**src/rtl/core/stm_pkg.sv**
```systemverilog
package stm_pkg;

  // Command codes carried on the action field
  typedef enum logic [1:0] {
    ACT_TICK    = 2'd0,
    ACT_MOVE    = 2'd1,
    ACT_NUDGE   = 2'd2,
    ACT_SET_POS = 2'd3
  } action_t;

  // Configuration register indexes
  localparam logic [1:0] CFG_NEUTRAL = 2'd0;
  localparam logic [1:0] CFG_MIN     = 2'd1;
  localparam logic [1:0] CFG_MAX     = 2'd2;

  // Sequencer phase, one-hot
  typedef enum logic [4:0] {
    PH_IDLE      = 5'b00001,
    PH_MOVING    = 5'b00010,
    PH_CENTERING = 5'b00100,
    PH_NUDGE_OUT = 5'b01000,
    PH_NUDGE_IN  = 5'b10000
  } phase_t;

  // Phase codes as seen on the result channel
  localparam logic [2:0] PHC_IDLE      = 3'd0;
  localparam logic [2:0] PHC_MOVING    = 3'd1;
  localparam logic [2:0] PHC_CENTERING = 3'd2;
  localparam logic [2:0] PHC_NUDGE_OUT = 3'd3;
  localparam logic [2:0] PHC_NUDGE_IN  = 3'd4;

  // Timing in millisecond ticks
  localparam logic [15:0] MOVE_MIN_MS  = 16'd10;
  localparam logic [15:0] MOVE_MAX_MS  = 16'd5000;
  localparam logic [12:0] CENTER_MS    = 13'd50;
  localparam logic [12:0] NUDGE_OUT_MS = 13'd80;
  localparam logic [12:0] NUDGE_IN_MS  = 13'd40;

  localparam logic signed [13:0] NUDGE_OFFSET_US = 14'sd400;

  // Register reset values
  localparam logic [11:0] NEUTRAL_RST = 12'd1500;
  localparam logic [11:0] MIN_RST     = 12'd1000;
  localparam logic [11:0] MAX_RST     = 12'd2000;

  typedef struct packed {
    phase_t      phase;
    logic [12:0] remaining;
    logic [11:0] pulse;
    logic        drive;
  } seq_state_t;

  typedef struct packed {
    logic [11:0] pulse_us;
    logic        drive_on;
    logic [2:0]  phase;
    logic        stopped;
  } result_t;

  typedef struct packed {
    logic [11:0] neutral;
    logic [11:0] min_pulse;
    logic [11:0] max_pulse;
  } cfg_t;

  // Raise to min, then cap at max: max wins when min > max
  function automatic logic [11:0] clamp_pulse(logic signed [13:0] v, logic [11:0] lo,
                                              logic [11:0] hi);
    logic signed [13:0] t;
    t = v;
    if (t < $signed({2'b00, lo})) t = $signed({2'b00, lo});
    if (t > $signed({2'b00, hi})) t = $signed({2'b00, hi});
    return t[11:0];
  endfunction

  function automatic logic [2:0] phase_code(phase_t p);
    case (p)
      PH_MOVING:    return PHC_MOVING;
      PH_CENTERING: return PHC_CENTERING;
      PH_NUDGE_OUT: return PHC_NUDGE_OUT;
      PH_NUDGE_IN:  return PHC_NUDGE_IN;
      default:      return PHC_IDLE;
    endcase
  endfunction

endpackage

```
**src/rtl/core/stm_step.sv**
```systemverilog
module stm_step
  import stm_pkg::*;
(
  input  cfg_t        cfg,
  input  seq_state_t  cur,
  input  logic [1:0]  action,
  input  logic        up,
  input  logic [15:0] duration_ms,
  input  logic [11:0] position_us,
  output seq_state_t  nxt,
  output result_t     res
);

  logic [11:0]        neutral_c;
  logic signed [13:0] neutral_s;
  logic signed [13:0] nudge_s;
  logic [15:0]        dur_c;
  logic               stop;

  // Shared clamped values
  always_comb begin
    neutral_c = clamp_pulse($signed({2'b00, cfg.neutral}), cfg.min_pulse, cfg.max_pulse);
    neutral_s = $signed({2'b00, neutral_c});
    nudge_s   = up ? (neutral_s + NUDGE_OFFSET_US) : (neutral_s - NUDGE_OFFSET_US);
    dur_c     = duration_ms;
    if (dur_c < MOVE_MIN_MS) dur_c = MOVE_MIN_MS;
    if (dur_c > MOVE_MAX_MS) dur_c = MOVE_MAX_MS;
  end

  // Command decode and tick countdown
  always_comb begin
    nxt  = cur;
    stop = 1'b0;
    case (action_t'(action))
      ACT_TICK: begin
        case (cur.phase)
          PH_MOVING, PH_CENTERING, PH_NUDGE_OUT, PH_NUDGE_IN: begin
            if (cur.remaining > 13'd1) begin
              nxt.remaining = cur.remaining - 13'd1;
            end else if (cur.phase == PH_MOVING) begin
              nxt.pulse     = neutral_c;
              nxt.remaining = CENTER_MS;
              nxt.phase     = PH_CENTERING;
            end else if (cur.phase == PH_NUDGE_OUT) begin
              nxt.pulse     = neutral_c;
              nxt.remaining = NUDGE_IN_MS;
              nxt.phase     = PH_NUDGE_IN;
            end else begin
              nxt.drive     = 1'b0;
              nxt.remaining = '0;
              nxt.phase     = PH_IDLE;
              stop          = 1'b1;
            end
          end
          default: begin
            nxt.phase = PH_IDLE;
          end
        endcase
      end
      ACT_MOVE: begin
        nxt.drive     = 1'b1;
        nxt.pulse     = clamp_pulse($signed({2'b00, up ? cfg.max_pulse : cfg.min_pulse}),
                                    cfg.min_pulse, cfg.max_pulse);
        nxt.remaining = dur_c[12:0];
        nxt.phase     = PH_MOVING;
      end
      ACT_NUDGE: begin
        nxt.drive     = 1'b1;
        nxt.pulse     = clamp_pulse(nudge_s, cfg.min_pulse, cfg.max_pulse);
        nxt.remaining = NUDGE_OUT_MS;
        nxt.phase     = PH_NUDGE_OUT;
      end
      default: begin
        nxt.drive     = 1'b1;
        nxt.pulse     = clamp_pulse($signed({2'b00, position_us}), cfg.min_pulse,
                                    cfg.max_pulse);
        nxt.remaining = '0;
        nxt.phase     = PH_IDLE;
      end
    endcase
  end

  // Result view of the updated state
  always_comb begin
    res.pulse_us = clamp_pulse($signed({2'b00, nxt.pulse}), cfg.min_pulse, cfg.max_pulse);
    res.drive_on = nxt.drive;
    res.phase    = phase_code(nxt.phase);
    res.stopped  = stop;
  end

endmodule

```
**src/rtl/core/servo_tilt_move_sequencer.sv**
```systemverilog
// Servo tilt move sequencer. Each input transaction (a 1 ms tick, a timed
// move, a nudge or a direct position) yields exactly one result transaction
// with the clamped pulse width, drive enable, phase and stop flag. Items are
// captured in an input register and resolved by one pass of clamp, compare
// and decrement logic into the result register, so one item per clock is
// sustained while out_ready stays high; a low out_ready holds the items. Write
// configuration registers (neutral, min, max pulse width) only while no
// transaction is in flight; the output clamp always uses the current values.
module servo_tilt_move_sequencer
  import stm_pkg::*;
(
  input  logic        clk,
  input  logic        rst_n,
  input  logic        in_valid,
  output logic        in_ready,
  input  logic [1:0]  in_action,
  input  logic        in_up,
  input  logic [15:0] in_duration_ms,
  input  logic [11:0] in_position_us,
  output logic        out_valid,
  input  logic        out_ready,
  output logic [11:0] out_pulse_us,
  output logic        out_drive_on,
  output logic [2:0]  out_phase,
  output logic        out_stopped,
  input  logic        cfg_we,
  input  logic [1:0]  cfg_index,
  input  logic [11:0] cfg_wdata
);

  cfg_t        cfg_r;
  seq_state_t  st_r;
  seq_state_t  st_nxt;
  result_t     res_nxt;
  result_t     res_r;
  logic        in_vld_r;
  logic [1:0]  act_r;
  logic        up_r;
  logic [15:0] dur_r;
  logic [11:0] pos_r;
  logic        out_vld_r;
  logic        advance;

  // Item moves to the result register when that slot is free or draining
  assign advance  = in_vld_r && (!out_vld_r || out_ready);
  assign in_ready = !in_vld_r || advance;

  // Configuration registers
  always_ff @(posedge clk) begin
    if (!rst_n) begin
      cfg_r.neutral   <= NEUTRAL_RST;
      cfg_r.min_pulse <= MIN_RST;
      cfg_r.max_pulse <= MAX_RST;
    end else if (cfg_we) begin
      case (cfg_index)
        CFG_NEUTRAL: cfg_r.neutral   <= cfg_wdata;
        CFG_MIN:     cfg_r.min_pulse <= cfg_wdata;
        CFG_MAX:     cfg_r.max_pulse <= cfg_wdata;
        default:     ;
      endcase
    end
  end

  // Input register
  always_ff @(posedge clk) begin
    if (!rst_n) begin
      in_vld_r <= 1'b0;
    end else if (in_ready) begin
      in_vld_r <= in_valid;
    end
  end

  always_ff @(posedge clk) begin
    if (in_valid && in_ready) begin
      act_r <= in_action;
      up_r  <= in_up;
      dur_r <= in_duration_ms;
      pos_r <= in_position_us;
    end
  end

  stm_step u_step (
    .cfg         (cfg_r),
    .cur         (st_r),
    .action      (act_r),
    .up          (up_r),
    .duration_ms (dur_r),
    .position_us (pos_r),
    .nxt         (st_nxt),
    .res         (res_nxt)
  );

  // Sequencer state
  always_ff @(posedge clk) begin
    if (!rst_n) begin
      st_r.phase     <= PH_IDLE;
      st_r.remaining <= '0;
      st_r.pulse     <= '0;
      st_r.drive     <= 1'b0;
    end else if (advance) begin
      st_r <= st_nxt;
    end
  end

  // Result register
  always_ff @(posedge clk) begin
    if (!rst_n) begin
      out_vld_r <= 1'b0;
    end else if (advance) begin
      out_vld_r <= 1'b1;
    end else if (out_ready) begin
      out_vld_r <= 1'b0;
    end
  end

  always_ff @(posedge clk) begin
    if (advance) begin
      res_r <= res_nxt;
    end
  end

  assign out_valid    = out_vld_r;
  assign out_pulse_us = res_r.pulse_us;
  assign out_drive_on = res_r.drive_on;
  assign out_phase    = res_r.phase;
  assign out_stopped  = res_r.stopped;

  // Idle leaves no time on the countdown
  a_idle_no_time: assert property (@(posedge clk) disable iff (!rst_n)
    st_r.phase == PH_IDLE |-> st_r.remaining == '0)
    else $error("idle phase with remaining time");

  // Any running sequence keeps the drive on
  a_busy_drive: assert property (@(posedge clk) disable iff (!rst_n)
    st_r.phase != PH_IDLE |-> st_r.drive)
    else $error("sequence running with drive off");

  // A stop result always reports idle with drive off
  a_stop_view: assert property (@(posedge clk) disable iff (!rst_n)
    out_vld_r && res_r.stopped |-> !res_r.drive_on && res_r.phase == PHC_IDLE)
    else $error("stop result not idle");

  // Stalled output with a held item blocks new input
  a_backpressure: assert property (@(posedge clk) disable iff (!rst_n)
    in_vld_r && out_vld_r && !out_ready |-> !in_ready)
    else $error("input accepted while both stages are full");

  a_phase_onehot: assert property (@(posedge clk) disable iff (!rst_n)
    $onehot(st_r.phase))
    else $error("phase not one-hot");

endmodule
```
**config.mk**
```make
export PLATFORM = sky130hd
export DESIGN_NAME = servo_tilt_move_sequencer
export DESIGN_NICKNAME = d
export VERILOG_FILES = /design/src/rtl/core/stm_pkg.sv /design/src/rtl/core/stm_step.sv /design/src/rtl/core/servo_tilt_move_sequencer.sv
export SDC_FILE = /design/constraint.sdc
export NUM_CORES = 1
export LEC_CHECK = 0
export BUFFER_PORTS_ARGS = -buffer_cell sky130_fd_sc_hd__buf_2
export CORE_MARGIN = 4
export CORE_UTILIZATION = 50
export CTS_CLUSTER_SIZE = 12
export DETAILED_ROUTE_END_ITERATION = 8
export GPL_TIMING_DRIVEN = 0
export PLACE_DENSITY = 0.81
export SLEW_MARGIN = 20
export SYNTH_ARGS = -nofsm -noshare
export SYNTH_HDL_FRONTEND = slang
export SYNTH_SLANG_ARGS = --single-unit
```
**constraint.sdc**
```tcl
create_clock -name clk -period 13.3 [get_ports clk]
set_input_delay 3.325 -clock clk [delete_from_list [all_inputs] [get_ports clk]]
set_output_delay 3.325 -clock clk [all_outputs]
set_load 0.02 [all_outputs]
```
==> results of run 1 <==
[layout make-up]
| class | instances | area (um2) |
|---|---|---|
| Buffer | 65 | 329 |
| Clock buffer | 17 | 425 |
| Clock inverter | 15 | 178 |
| Fill cell | 1755 | 7780 |
| Inverter | 54 | 254 |
| Multi-Input combinational cell | 1043 | 7620 |
| Sequential cell | 117 | 2860 |
| Tap cell | 270 | 338 |
| Timing Repair Buffer | 117 | 712 |
[flip-flops by register name (all words and copies together), names as in the netlist]
name / flops
act_r: 2
cfg_r: 36
dur_r: 16
in_vld_r: 1
out_drive_on: 1
out_phase: 3
out_pulse_us: 12
out_stopped: 1
out_valid: 1
pos_r: 12
st_r: 31
up_r: 1
[per-stage QoR]
stage,util,hold WS (ns)
final,0.620,0.465
after floorplan,-,0.434
after CTS,0.592,0.467
after global routing,0.620,0.482
after global placement,0.547,0.451
after detailed placement,0.547,0.458
[cell usage after synthesis, types with 8 or more instances]
cell and n:
o311ai_0 8, clkbuf_1 51, nor3_1 28, xnor2_1 11, ha_1 124, a22oi_1 13, a21oi_1 60, edfxtp_1 48
o21ai_0 87, mux2i_1 19, a2111oi_0 9, and2_1 14, nor2b_1 30, a31oi_1 15, nor2_1 65, mux2_2 32
nand3_1 44, nor4_1 9, a21boi_0 24, a211oi_1 17, nand2_1 204, or2_2 10, a21o_1 16, inv_1 50
o21a_1 12, nand4_1 23, or3_1 8, dfxtp_1 69, buf_2 10, o211ai_1 22
[critical path, delay by kind of cell, from the launching register on]
| kind | cells | cell delay (ns) |
|---|---|---|
| AO/OA/AOI/OAI | 22 | 3.96 |
| XOR/XNOR | 1 | 0.16 |
| adder cells (fa/ha/maj) | 8 | 2.22 |
| buffers and inverters | 9 | 1.34 |
| flip-flops | 1 | 0.38 |
| multiplexers | 4 | 1.36 |
| AND/OR/NAND/NOR | 18 | 3.19 |
[cell families after synthesis]
kind of cell    count (synthesis)  share of synthesized area
buf+inv                       123                     0.0473
simple gates                  483                      0.227
compound gates                365                      0.240
fa+ha+maj                     124                      0.147
xor+xnor                       17                     0.0141
mux                            53                     0.0565
flops                         117                      0.268
[layout by cell type, fill, tap and decap left out, types with 11 or more instances in the layout]
| master | netlist | layout |
|---|---|---|
| a211oi_1 | 17 | 14 |
| a21boi_0 | 24 | 23 |
| a21o_1 | 16 | 16 |
| a21oi_1 | 60 | 48 |
| a22oi_1 | 13 | 13 |
| a31oi_1 | 15 | 14 |
| and2_1 | 14 | 13 |
| buf_2 | 10 | 70 |
| buf_4 | 0 | 50 |
| clkbuf_1 | 51 | 45 |
| clkbuf_16 | 0 | 17 |
| dfxtp_1 | 69 | 56 |
| edfxtp_1 | 48 | 48 |
| ha_1 | 124 | 121 |
| inv_1 | 50 | 41 |
| mux2_2 | 32 | 31 |
| mux2i_1 | 19 | 16 |
| nand2_1 | 204 | 202 |
| nand3_1 | 44 | 43 |
| nand4_1 | 23 | 23 |
| nor2_1 | 65 | 63 |
| nor2b_1 | 30 | 30 |
| nor3_1 | 28 | 25 |
| o211ai_1 | 22 | 22 |
| o21a_1 | 12 | 11 |
| o21ai_0 | 87 | 74 |
| xnor2_1 | 11 | 11 |
[final timing paths]
kind	cells past startpoint	to	slack, ns
worst max register to register	62	out_pulse_us[1]	0.35
worst max-delay path	62	out_pulse_us[1]	0.35
worst min-delay path	2	st_r[10]	0.46
worst min register to register	2	st_r[10]	0.46
[report_power, final]
group | internal [mW] | switching, mW
logic | 0.286 | 0.450
clock network | 0.253 | 0.220
registers | 0.399 | 0.0190
[metal layers]
layer / part of all wire / vias up / wire, um
met5: 0 / - / 0
met4: 0.054 / 0 / 2200
met1: 0.38 / 5177 / 15500
li1: - / 5082 / -
met3: 0.14 / 204 / 5670
met2: 0.42 / 821 / 17100
[timing repair]
action                     4_1_cts  5_1_grt
pin swaps                        7       23
resized for setup               63       92
setup buffers                   16       33
setup endpoints to repair       12       12
gates cloned                     0        2
==> metrics, run 1 <==
share of final-layout standard cells stronger than drive strength 1 0.220; Syn Inst Count 1,282; GR Util All Layers 0.326; maximum VDD drop roughly 98 uV; data required time at the worst endpoint between 10 and 15 ns; standard-cell row count 52; start point of the critical path cfg_r[22]; global-route wire length before repair 59,900 um; critical path data arrival time 13.12 ns; final WL ~40,000 um; unique cell type count in the Yosys netlist 91; placed instance count 1,619; Final Critical Period 12.95 ns; share of async-settable or async-resettable flops after synthesis 0; CORE AREA 20,500 um2; number of endpoints failing setup at the final stage 0; Syn. warnings 0; Post-Place Setup Slack -2.56 ns; clock edge transition at the registers on the reported setup and hold paths ~0.060 ns; combined area of all synthesized cells 10,500 um2; number of synthesized register bits 117; number of antenna-violating nets in the routed design 0; synthesized net count around 1.5k; cell type with the highest aggregate area in the netlist ha_1; hold buffer count at CTS 0; cell area after layout 12,700 um2; detail-routed net length per standard cell between 20 and 25 um; largest net degree at the start of global routing 32; CTS tree built; busiest layer in global routing met2; growth of design area from synthesis to finish 20.7%; RR Startpoint cfg_r[22]; met1 track utilization from global routing 0.425; start-to-end type of the worst setup path reg2reg; total via count in the routed design between 10k and 15k; number of global-route vias before repair 10.5k; sequential area share after synthesis 0.268; Worst path most repeated cell ha_1; normalized max-slew margin 0.269; cell area after placement 11,200 um2; filler-free cell count of the finished design roughly 1.7k; Total Power roughly 1.6 mW; transition at the pin with the smallest max-transition slack about 1.1 ns; dominant register cell in the synthesized netlist dfxtp_1; kind of end point of the critical path flip-flop; GR Util met3 0.109; min-delay worst type reg2reg; Detailed Route Iter0 Violations 1,337; grt ovf 0; crit path max-delay cell type or3_1; total power divided by cell area about 130 nW/um2; initial antenna violation count 0; count of flip-flops with a built-in enable after synthesis 48; clk sinks between 100 and 150; setup clock skew after layout ~0.017 ns; max capacitance violation total 0; final HPWL from detailed placement 28,300 um; total of buffers placed on input and output ports between 60 and 70; top-area cell type share of the netlist area 0.147; result of the run finished clean; Hold Path Origin st_r[10]; GR met2 Demand/Resource 0.484; Max stage delay on crit path a little under 0.4 ns; I/O pin total between 60 and 70; count of nets after finishing between 1.5k and 2k; latest clock arrival within the worst-skew pair 0.45 ns; Worst Slack Setup Final around 0.35 ns; upper clock frequency limit slightly below 80 MHz; share of the cycle needed by the critical path after routing 0.973; 1st-pass router iterations 7; H-tree depth 4; n_diodes 0; starting density of the core 0.514; floorplan die width ~150 um; clock root buffer clkbuf_16; TritonCTS buffer count 17; Vias/cell around 6.6; Final Slew Violations 0; drc violations 0; Hold Violations, Final 0; global placement routability congestion 1.05; area of the die roughly 23,000 um2; crit start category flip-flop; maximum fanout count along the critical path 10; Total Neg Setup Slack 0 ns; Bufs on Longest Clock Path 2; height of the die between 150 and 200 um; main area contributors after synthesis ha_1, edfxtp_1, dfxtp_1, nand2_1, o21ai_0; Leakage roughly 5.1 nW; Avg Inst Size Synth just over 8 um2
Power figures use the tool's default switching activity.
==> inputs of run 2 (changes only) <==
--- a/config.mk
+++ b/config.mk
@@ -6,11 +6,13 @@
 export NUM_CORES = 1
 export LEC_CHECK = 0
 export BUFFER_PORTS_ARGS = -buffer_cell sky130_fd_sc_hd__buf_2
+export CAP_MARGIN = 25
 export CORE_MARGIN = 4
 export CORE_UTILIZATION = 50
 export CTS_CLUSTER_SIZE = 12
 export DETAILED_ROUTE_END_ITERATION = 8
 export GPL_TIMING_DRIVEN = 0
+export MAX_ROUTING_LAYER = met4
 export PLACE_DENSITY = 0.81
 export SLEW_MARGIN = 20
 export SYNTH_ARGS = -nofsm -noshare
==> constraint.sdc (replaced) <==
create_clock -name clk -period 13.3 [get_ports clk]
set_input_delay 3.325 -clock clk [delete_from_list [all_inputs] [get_ports clk]]
set_output_delay 3.325 -clock clk [all_outputs]
set_load 0.005 [all_outputs]
==> run 2 against run 1 <==
Compared with the run above:
- sequential power is essentially flat
- setup slack lost 0.079 ns
- count of clock-buffer cells in the layout is the same
- critical path depth grew 1
- fmax shrank 0.61%
- critical path type unchanged
- highest routed layer unchanged
- first-iteration DRC count grew 26%
- register-to-register slack lost 0.08 ns
- clock skew shrank 0.0035 ns
- sequential share of layout area is essentially flat
==> metrics, run 2 (synthesis gave the netlist of run 1 again) <==
starting density of the core 0.514 (unchanged); RR Startpoint cfg_r[23] (was cfg_r[22]); Hold Path Stages 2 (unchanged); drc violations 0 (unchanged); dominant delay contributor by cell family on the critical path compound AO/OA/AOI/OAI gates (unchanged); Register-to-Register Path Depth 63 (was 62); max capacitance violation total 0 (unchanged); setup clock skew after layout 0.0130 ns (was 0.0165 ns); start-to-end type of the worst setup path reg2reg (unchanged); area of the die 23,500 um2 (unchanged); switching power summed over all nets 0.672 mW (was 0.690 mW); sum of buffers and inverters on the critical path 12 (was 9); min-delay worst type reg2reg (unchanged); upper clock frequency limit 76.8 MHz (was 77.2 MHz); Bufs on Longest Clock Path 2 (unchanged); final HPWL from detailed placement 29,000 um (was 28,300 um); latest clock arrival within the worst-skew pair 0.43 ns (was 0.45 ns); number of global-route vias before repair 10.3k (was 10.5k); Vias/cell 6.70 (was 6.65); maximum VDD drop 81.4 uV (was 97.7 uV); n_diodes 0 (unchanged); Seq pwr share 0.253 (was 0.257); share of the cycle needed by the critical path after routing 0.979 (was 0.973); most frequent standard cell in the layout excluding fill and tap cells nand2_1 (unchanged); clk sinks 117 (unchanged); Final Slew Violations 0 (unchanged); height of the die 153 um (unchanged); CORE AREA 20,500 um2 (unchanged); TritonCTS buffer count 17 (unchanged); growth of design area from synthesis to finish 20.2% (was 20.7%); logic gate share of total power 0.459 (was 0.452); r2r setup slk 0.27 ns (was 0.35 ns); cell internal power dissipation 0.977 mW (was 0.938 mW); Detailed Route Iter0 Violations 1,688 (was 1,337); result of the run finished clean (unchanged); clock edge transition at the registers on the reported setup and hold paths 0.06 ns (about the same); data required time at the worst endpoint 13.47 ns (about the same); 1st-pass router iterations 6 (was 7); final core utilization 0.618 (was 0.620); total via count in the routed design 11.3k (about the same); Hold Violations, Final 0 (unchanged); Leakage 5.11 nW (was 5.14 nW); clock root buffer clkbuf_16 (unchanged); GR Util All Layers 0.341 (was 0.326); share of final-layout standard cells stronger than drive strength 1 0.213 (was 0.220); largest register by flop count cfg_r (unchanged); cell area after placement 11,200 um2 (unchanged); standard-cell row count 52 (unchanged); largest net degree at the start of global routing 32 (unchanged); number of flip-flops under the largest register name 36 (unchanged); floorplan die width 153 um (unchanged); I/O pin total 69 (unchanged); maximum fanout count along the critical path 10 (unchanged); Layout fillers 1,741 (was 1,755); CTS tree built (unchanged); crit path max-delay cell type or3_1 (unchanged); critical path data arrival time 13.20 ns (was 13.12 ns); total power divided by cell area 130 nW/um2 (was 128 nW/um2); H-tree depth 4 (unchanged); total of buffers placed on input and output ports 67 (unchanged); global placement routability congestion 1.02 (was 1.05); Max stage delay on crit path 0.40 ns (was 0.39 ns); Min-Delay Endpoint st_r[10] (unchanged); final WL 40,400 um (was 40,500 um); kind of end point of the critical path flip-flop (unchanged); transition at the pin with the smallest max-transition slack 1.28 ns (was 1.08 ns); global-route wire length before repair 60,300 um (was 59,900 um); number of endpoints failing setup at the final stage 0 (unchanged); Hold Path Origin st_r[10] (unchanged); number of antenna-violating nets in the routed design 0 (unchanged); cell area after layout 12,700 um2 (about the same); Final Critical Period 13.03 ns (was 12.95 ns); part of the total power dissipated in the clock network 0.288 (was 0.291); capturing point of the worst reg2reg path out_pulse_us[3] (was out_pulse_us[1]); grt ovf 0 (unchanged); crit start category flip-flop (unchanged); top library cells by usage in the layout, fill and taps aside nand2_1, ha_1, o21ai_0 (unchanged); count of nets after finishing 1,581 (was 1,589); Regs by FF count cfg_r x36, st_r x31, dur_r x16 (unchanged); normalized max-slew margin 0.135 (was 0.269); share of total power consumed by net switching 0.407 (was 0.424); initial antenna violation count 0 (unchanged); detail-routed net length per standard cell 23.9 um (about the same)
[run 2: cell types whose count changed in the layout (fill, tap and decap cells not counted), sizes merged]
cell and delta:
buf -5, clkbuf -2, clkinv -3, bufinv +2, or2 -1, clkinvlp +1
[run 2: final cells by class]
cell class / instances / area (um2) / share of cell area
sequential: 117 / 2850 / 0.225
buffer: 65 / 320 / 0.0253
clock inverter: 15 / 170 / 0.0134
clock buffer: 17 / 425 / 0.0336
multi-input combinational: 1042 / 7620 / 0.601
tap: 270 / 338 / 0.0267
inverter: 54 / 251 / 0.0199
timing repair buffer: 110 / 693 / 0.0547
[run 2: timing repair]
action | in CTS | in global routing
resized for setup | 75 | 65
setup endpoints to repair | 12 | 12
gates cloned | 0 | 1
hold endpoints to repair | 0 | 0
hold buffers | 0 | 0
setup buffers | 23 | 19
pin swaps | 7 | 17
[run 2: how the worst max path moves through the flow]
stage / startpoint / slack, ns / endpoint / cells after the start
finish: cfg_r[23] / 0.27 / out_pulse_us[3] / 63
detailed placement: cfg_r[22] / -2.95 / out_pulse_us[0] / 65
global route: cfg_r[23] / -0.12 / out_pulse_us[3] / 65
floorplan: cfg_r[22] / 0.94 / out_pulse_us[10] / 64
CTS: cfg_r[14] / 0.002 / out_pulse_us[3] / 62
global placement: cfg_r[22] / -3.03 / out_pulse_us[0] / 65
[run 2: per-stage QoR]
stage,power [mW],hold WS (ns),setup slack [ns],setup TNS [ns],instances
after detailed placement,1.03,0.466,-2.95,-34.42,1619
after global routing,1.72,0.493,-0.121,-1.14,1690
final,1.65,0.474,0.274,0,1690
after CTS,1.55,0.475,0.00212,0,1671
after floorplan,0.852,0.434,0.944,0,1282
after global placement,1.03,0.452,-3.03,-35.23,1619
[run 2: power groups by stage]
stage / registers, mW / logic [mW] / clock network (mW)
2_1_floorplan: 0.419 / 0.434 / 0
3_3_place_gp: 0.424 / 0.606 / 0
3_5_place_dp: 0.425 / 0.608 / 0
4_1_cts: 0.417 / 0.661 / 0.476
5_1_grt: 0.419 / 0.805 / 0.494
6_report: 0.418 / 0.757 / 0.474
[run 2: routing by layer]
metal	wire length [um]	track usage	part of all wire	vias up
met5	0	-	0	-
met3	5520	0.0876	0.14	184
met4	2200	0.144	0.054	0
met1	16400	0.469	0.41	5246
li1	-	-	-	5056
met2	16300	0.474	0.40	836
[run 2: worst register-to-register path: cells and delay by family, from the launching register on]
family                   cells  cell delay [ns]
multiplexers                 2             0.71
AO/OA/AOI/OAI               26             4.68
AND/OR/NAND/NOR             14             2.68
adder cells (fa/ha/maj)      8             2.32
buffers and inverters       12             1.87
XOR/XNOR                     1             0.16
flip-flops                   1             0.36
